===== config.mk =====
export PLATFORM = sky130hd
export DESIGN_NAME = h2n_normal_unit
export DESIGN_NICKNAME = d
export VERILOG_FILES = /design/src/sv/h2n_pkg.sv /design/src/sv/h2n_normal_unit.sv
export SDC_FILE = /design/constraint.sdc
export NUM_CORES = 2
export LEC_CHECK = 0
export ABC_AREA = 0
export BUFFER_PORTS_ARGS = -buffer_cell sky130_fd_sc_hd__buf_2
export CORE_UTILIZATION = 55
export DETAILED_ROUTE_END_ITERATION = 8
export PLACE_DENSITY_LB_ADDON = 0.15
export SYNTH_ARGS = -nofsm -noshare
export SYNTH_HDL_FRONTEND = slang
export SYNTH_SLANG_ARGS = --single-unit

===== constraint.sdc =====
create_clock -name clock -period 10.8 [get_ports clock]
set_input_delay 1.62 -clock clock [delete_from_list [all_inputs] [get_ports clock]]
set_output_delay 1.62 -clock clock [all_outputs]
set_load 0.02 [all_outputs]

===== src/sv/h2n_pkg.sv =====
// Shared types and constants for the height-to-normal-map block.
// Used by h2n_normal_unit and height_to_normal_map; no dependencies.
`timescale 1ns / 1ps
`default_nettype none
package h2n_pkg;

   localparam int MAX_WIDTH  = 2048;
   localparam int COL_W      = 11;
   localparam int ROW_W      = 16;

   // csr register indexes
   localparam logic [1:0] CSR_WIDTH  = 2'd0;
   localparam logic [1:0] CSR_HEIGHT = 2'd1;
   localparam logic [1:0] CSR_SCALE  = 2'd2;

   localparam logic [11:0] WIDTH_RST  = 12'd256;
   localparam logic [15:0] HEIGHT_RST = 16'd256;
   localparam logic [15:0] SCALE_RST  = 16'd256;

   // floor(m/255) = (m * RECIP_255) >> 31 for m below 2^24
   localparam logic [23:0] RECIP_255  = 24'h808081;
   localparam int          RECIP_SH   = 31;

   // integer square root and division sizes
   localparam int RAD_W   = 52;
   localparam int ROOT_W  = 26;
   localparam int QUOT_W  = 17;
   localparam int GRAD_W  = 25;

   typedef enum logic [1:0] {
      ST_IDLE,
      ST_FETCH,
      ST_RUN
   } top_state_type;

   typedef enum logic [3:0] {
      U_IDLE,
      U_MUL,
      U_RECIP,
      U_GRAD,
      U_SQR,
      U_SUM,
      U_SQRT,
      U_DSET,
      U_DIV,
      U_ENC,
      U_DONE
   } unit_state_type;

   // one normal texel to compute
   typedef struct packed {
      logic [7:0]       h;
      logic [7:0]       right;
      logic [7:0]       below;
      logic [ROW_W-1:0] row;
      logic [COL_W-1:0] col;
      logic             eoi;
   } job_type;

   typedef struct packed {
      logic busy;
      logic done;
   } unit_status_type;

   typedef struct packed {
      logic [7:0]       nx;
      logic [7:0]       ny;
      logic [7:0]       nz;
      logic [ROW_W-1:0] row;
      logic [COL_W-1:0] col;
      logic             eoi;
   } result_type;

endpackage
`default_nettype wire


===== src/sv/h2n_normal_unit.sv =====
// Iterative normal computation: gradients, square root and three divisions.
// Depends on h2n_pkg.
`timescale 1ns / 1ps
`default_nettype none
module h2n_normal_unit
   import h2n_pkg::*;
(
   input  wire logic            clock,
   input  wire logic            reset,
   input  wire logic            start,
   input  wire job_type         job,
   input  wire logic [15:0]     scale,
   input  wire logic            take,
   output unit_status_type      status,
   output result_type           result
);

   unit_state_type state_ff, state_in;

   logic [7:0]          adx_ff, ady_ff;
   logic                negx_ff, negy_ff;
   logic [23:0]         mx_ff, my_ff;
   logic [47:0]         px_ff, py_ff;
   logic [GRAD_W-1:0]   gx_ff, gy_ff;
   logic [49:0]         sqx_ff, sqy_ff;
   logic [RAD_W-1:0]    rad_ff, root_ff, bit_ff;
   logic [ROOT_W-1:0]   len;
   logic [ROOT_W-1:0]   remx_ff, remy_ff, remz_ff;
   logic [QUOT_W-1:0]   numx_ff, numy_ff;
   logic [QUOT_W-1:0]   qx_ff, qy_ff, qz_ff;
   logic [4:0]          cnt_ff;
   logic [ROW_W-1:0]    row_ff;
   logic [COL_W-1:0]    col_ff;
   logic                eoi_ff;
   result_type          res_ff;

   logic [RAD_W-1:0]    trial;
   logic [ROOT_W:0]     rsx, rsy, rsz;
   logic [23:0]         tx, ty, tz;

   assign len   = root_ff[ROOT_W-1:0];
   assign trial = root_ff + bit_ff;
   assign rsx   = {remx_ff, numx_ff[QUOT_W-1]};
   assign rsy   = {remy_ff, numy_ff[QUOT_W-1]};
   assign rsz   = {remz_ff, 1'b0};

   // byte encoding 128 + 127*n
   function automatic logic [23:0] enc(input logic neg, input logic [QUOT_W-1:0] q);
      logic [23:0] p;
      p = {q, 7'd0} - {7'd0, q};
      return neg ? (24'h800000 - p) : (24'h800000 + p);
   endfunction

   assign tx = enc(negx_ff, qx_ff);
   assign ty = enc(negy_ff, qy_ff);
   assign tz = enc(1'b0, qz_ff);

   // next state
   always_comb begin
      state_in = state_ff;
      unique case (state_ff)
         U_IDLE:  if (start) state_in = U_MUL;
         U_MUL:   state_in = U_RECIP;
         U_RECIP: state_in = U_GRAD;
         U_GRAD:  state_in = U_SQR;
         U_SQR:   state_in = U_SUM;
         U_SUM:   state_in = U_SQRT;
         U_SQRT:  if (bit_ff[0]) state_in = U_DSET;
         U_DSET:  state_in = U_DIV;
         U_DIV:   if (cnt_ff == 5'd0) state_in = U_ENC;
         U_ENC:   state_in = U_DONE;
         U_DONE:  if (take) state_in = U_IDLE;
         default: state_in = U_IDLE;
      endcase
   end

   always_ff @(posedge clock) begin
      if (reset) begin
         state_ff <= U_IDLE;
      end else begin
         state_ff <= state_in;
      end
   end

   // outputs
   always_comb begin
      status.busy = (state_ff != U_IDLE);
      status.done = (state_ff == U_DONE);
      result      = res_ff;
   end

   // datapath
   always_ff @(posedge clock) begin
      case (state_ff)
         U_IDLE: begin
            if (start) begin
               negx_ff <= job.h < job.right;
               negy_ff <= job.h < job.below;
               adx_ff  <= (job.h < job.right) ? job.right - job.h : job.h - job.right;
               ady_ff  <= (job.h < job.below) ? job.below - job.h : job.h - job.below;
               row_ff  <= job.row;
               col_ff  <= job.col;
               eoi_ff  <= job.eoi;
            end
         end
         U_MUL: begin
            mx_ff <= 24'(adx_ff) * 24'(scale);
            my_ff <= 24'(ady_ff) * 24'(scale);
         end
         U_RECIP: begin
            px_ff <= 48'(mx_ff) * 48'(RECIP_255);
            py_ff <= 48'(my_ff) * 48'(RECIP_255);
         end
         // m*256/255 = m + floor(m/255)
         U_GRAD: begin
            gx_ff <= {1'b0, mx_ff} + GRAD_W'(px_ff[47:RECIP_SH]);
            gy_ff <= {1'b0, my_ff} + GRAD_W'(py_ff[47:RECIP_SH]);
         end
         U_SQR: begin
            sqx_ff <= 50'(gx_ff) * 50'(gx_ff);
            sqy_ff <= 50'(gy_ff) * 50'(gy_ff);
         end
         U_SUM: begin
            rad_ff  <= RAD_W'(sqx_ff) + RAD_W'(sqy_ff) + (RAD_W'(1) << 32);
            root_ff <= '0;
            bit_ff  <= RAD_W'(1) << 50;
         end
         // one result bit per cycle
         U_SQRT: begin
            if (rad_ff >= trial) begin
               rad_ff  <= rad_ff - trial;
               root_ff <= (root_ff >> 1) + bit_ff;
            end else begin
               root_ff <= root_ff >> 1;
            end
            bit_ff <= bit_ff >> 2;
         end
         // numerators: gx<<16, gy<<16 and 2^32, top part preloaded
         U_DSET: begin
            remx_ff <= ROOT_W'(gx_ff[GRAD_W-1:1]);
            remy_ff <= ROOT_W'(gy_ff[GRAD_W-1:1]);
            remz_ff <= ROOT_W'(1) << 15;
            numx_ff <= {gx_ff[0], 16'd0};
            numy_ff <= {gy_ff[0], 16'd0};
            qx_ff   <= '0;
            qy_ff   <= '0;
            qz_ff   <= '0;
            cnt_ff  <= 5'(QUOT_W - 1);
         end
         // restoring division, three lanes
         U_DIV: begin
            if (rsx >= {1'b0, len}) begin
               remx_ff <= ROOT_W'(rsx - {1'b0, len});
               qx_ff   <= {qx_ff[QUOT_W-2:0], 1'b1};
            end else begin
               remx_ff <= rsx[ROOT_W-1:0];
               qx_ff   <= {qx_ff[QUOT_W-2:0], 1'b0};
            end
            if (rsy >= {1'b0, len}) begin
               remy_ff <= ROOT_W'(rsy - {1'b0, len});
               qy_ff   <= {qy_ff[QUOT_W-2:0], 1'b1};
            end else begin
               remy_ff <= rsy[ROOT_W-1:0];
               qy_ff   <= {qy_ff[QUOT_W-2:0], 1'b0};
            end
            if (rsz >= {1'b0, len}) begin
               remz_ff <= ROOT_W'(rsz - {1'b0, len});
               qz_ff   <= {qz_ff[QUOT_W-2:0], 1'b1};
            end else begin
               remz_ff <= rsz[ROOT_W-1:0];
               qz_ff   <= {qz_ff[QUOT_W-2:0], 1'b0};
            end
            numx_ff <= {numx_ff[QUOT_W-2:0], 1'b0};
            numy_ff <= {numy_ff[QUOT_W-2:0], 1'b0};
            cnt_ff  <= cnt_ff - 5'd1;
         end
         U_ENC: begin
            res_ff.nx  <= tx[23:16];
            res_ff.ny  <= ty[23:16];
            res_ff.nz  <= tz[23:16];
            res_ff.row <= row_ff;
            res_ff.col <= col_ff;
            res_ff.eoi <= eoi_ff;
         end
         default: begin
         end
      endcase
   end

endmodule
`default_nettype wire


==> results_dict.tcl <==
set metrics [dict create \
    critPathArrivalTime_ps 8870 \
    gp_congestion 0.927 \
    syn-instance-count 9410 \
    slowest_stage "edfxtp_1" \
    synth_flop_cell "edfxtp_1" \
    drt_iter0_drc 4360 \
    yosys.area.top_type "fa_1" \
    dp_hpwl_um 175000 \
    holdWs_ps 392 \
    fp.dieW_um 405 \
    status "complete, no violations" \
    path_buf_inv 5 \
    synth_commonest_cells "inv_1, ha_1, fa_1" \
    drt-wirelength-per-cell_um 19.1 \
    post-cts-setup-buffers 0 \
    grt-ovfl-total 0 \
    cts.repair.resized 0 \
    maxCapViolCount 0 \
    synthTopCellsByArea "fa_1, edfxtp_1, ha_1" \
    relSlewSlack 0.103 \
    grt_use_total 0.276 \
    criticalPathCategory "flop to flop" \
    finalSetupTns_ps 0 \
    critPathMaxStageDelay_ps 1240 \
    startpoint_type "flop" \
    synth_seq_area_share 0.200 \
    drc_errors 0 \
    drt_wl_total_um 222000 \
    clk_path_buf_depth 3 \
    seqCellArea_um2 17900 \
    core-area_um2 161000 \
    finalClockSkew_ps 47.2 \
    synth_edf_count 594 \
    ctsHoldBuffers 0 \
    fmax_ghz 0.119 \
    yosys_register_bits 598 \
    hold_violations 0 \
    worstSetupEndpointType "flop" \
    initial_core_util 0.556 \
    cp_max_fo 29 \
    ios 126 \
    async_reset_ff_frac 0 \
    viasPerCell 5.59 \
    min_period_over_period 0.780 \
    holdCritPathClass "flop to flop" \
    antenna_found_initial 7 \
    setup_viol_count_final 0 \
    die_h_um 405 \
    cts_made_buffers 75 \
    yosys.cell_count.top_type "inv_1" \
    ys_warn_count 0 \
    drv_slew 0 \
    insertion_delay_ps 720 \
    route.vias.total 65000 \
    synth_nets 11800 \
    cts_tree "yes" \
    min_period_ps 8420 \
    cts-root-buf "clkbuf_16" \
    clk_pin_slew_worst_paths_ps 60 \
    drive_gt1_frac 0.0432 \
    grt_max_degree 85 \
    synth_cell_types 104 \
    grt_pass1_wl_um 357000 \
    ant_nets 0 \
    rsz0062_at_grt "false" \
    firstDrtPassIters 8 \
    synth_area_um2 89500 \
    layout.nets 11800 \
    multi_input_area_um2 63800 \
    tightest_slew_ps 1350 \
    required_ps 11250 \
    synth.avg_cell_area_um2 9.51 \
    syn_to_final_growth_pct 6.07 \
    grt_pass1_vias 67200 \
    synth_top_area_frac 0.256 \
    critPathTopFamily "adder cells" \
    fillers 14100 \
    clock-sinks 598 \
    htreeDepth 3 \
    crit_top_cell "fa_1" \
    io_buffers 125 \
    die-area_um2 164000 \
    rows 147 \
]
==> placed cells by master (no fill, tap or decap), drive strengths merged, types with 15 or more instances in the layout <==
| master | instances |
|---|---|
| nand3 | 99 |
| nor2 | 490 |
| o21a | 73 |
| nor4 | 19 |
| o21bai | 58 |
| mux2i | 45 |
| nor3 | 99 |
| nand2 | 799 |
| edfxtp | 594 |
| and4 | 18 |
| a211o | 15 |
| xor2 | 164 |
| or3 | 32 |
| o211ai | 31 |
| and2 | 427 |
| buf | 190 |
| inv | 1833 |
| clkinv | 35 |
| ha | 1197 |
| a21boi | 25 |
| o31ai | 26 |
| a211oi | 54 |
| a31oi | 83 |
| xnor2 | 336 |
| a21oi | 456 |
| fa | 1143 |
| a21o | 214 |
| o31a | 18 |
| nor2b | 97 |
| clkbuf | 82 |
| nand4 | 60 |
| and3 | 34 |
| o21ai | 325 |
| nand2b | 75 |
==> layout make-up <==
type	count	share of cell area
diodes	5	0.000132
clock buffers	82	0.0205
repair buffers	190	0.0117
inverters	1826	0.0722
well taps	2160	0.0285
flip-flops and latches	598	0.189
clock inverters	56	0.00669
multi-input cells	6709	0.672
==> path summary, 6_finish.rpt <==
path | from | cells after the start | slack (ps) | endpoint
worst max register to register | gy_ff[1] | 25 | 2380 | sqy_ff[48]
worst max-delay path | gy_ff[1] | 25 | 2380 | sqy_ff[48]
worst min register to register | row_ff[0] | 0 | 390 | result[12]
worst min-delay path | row_ff[0] | 0 | 390 | result[12]
==> stage by stage <==
stage / instance area (um^2) / setup WS, ps / std cells / utilization
finish: 95000 / 2380 / 11600 / 0.589
CTS: 95000 / 2420 / 11600 / 0.589
detailed placement: 92400 / 2440 / 11500 / 0.573
global placement: 92400 / 2510 / 11500 / 0.573
global route: 95000 / 2010 / 11600 / 0.589
floorplan: 89500 / 2850 / 9410 / -
==> cell families (layout without fill, tap and decap cells) <==
logic type	after synthesis	after routing	synth area share
flops	598	598	0.200
buf+inv	2103	2154	0.0887
xor+xnor	500	500	0.0489
other cells	1	6	0.0000419
fa+ha+maj	2340	2340	0.423
mux	57	57	0.00654
compound gates	1511	1511	0.109
simple gates	2300	2300	0.124
==> routing by layer <==
| layer | vias to the layer above | wire, um | global-route usage |
|---|---|---|---|
| li1 | 30800 | - | - |
| met1 | 32200 | 96100 | 0.369 |
| met2 | 1689 | 106000 | 0.465 |
| met3 | 340 | 12700 | 0.0385 |
| met4 | 4 | 7160 | 0.0832 |
| met5 | - | 33 | 0 |
==> flip-flops by register name, indices dropped and copies added (netlist names), 26 cells and up <==
register,count
root_ff,52
remx_ff,26
result,52
sqy_ff,49
remz_ff,26
bit_ff,26
sqx_ff,49
remy_ff,26
rad_ff,52
Power is left out: the tool's default activity adds up to more than one toggle a clock period on the data nets, which glitch-free logic cannot reach.
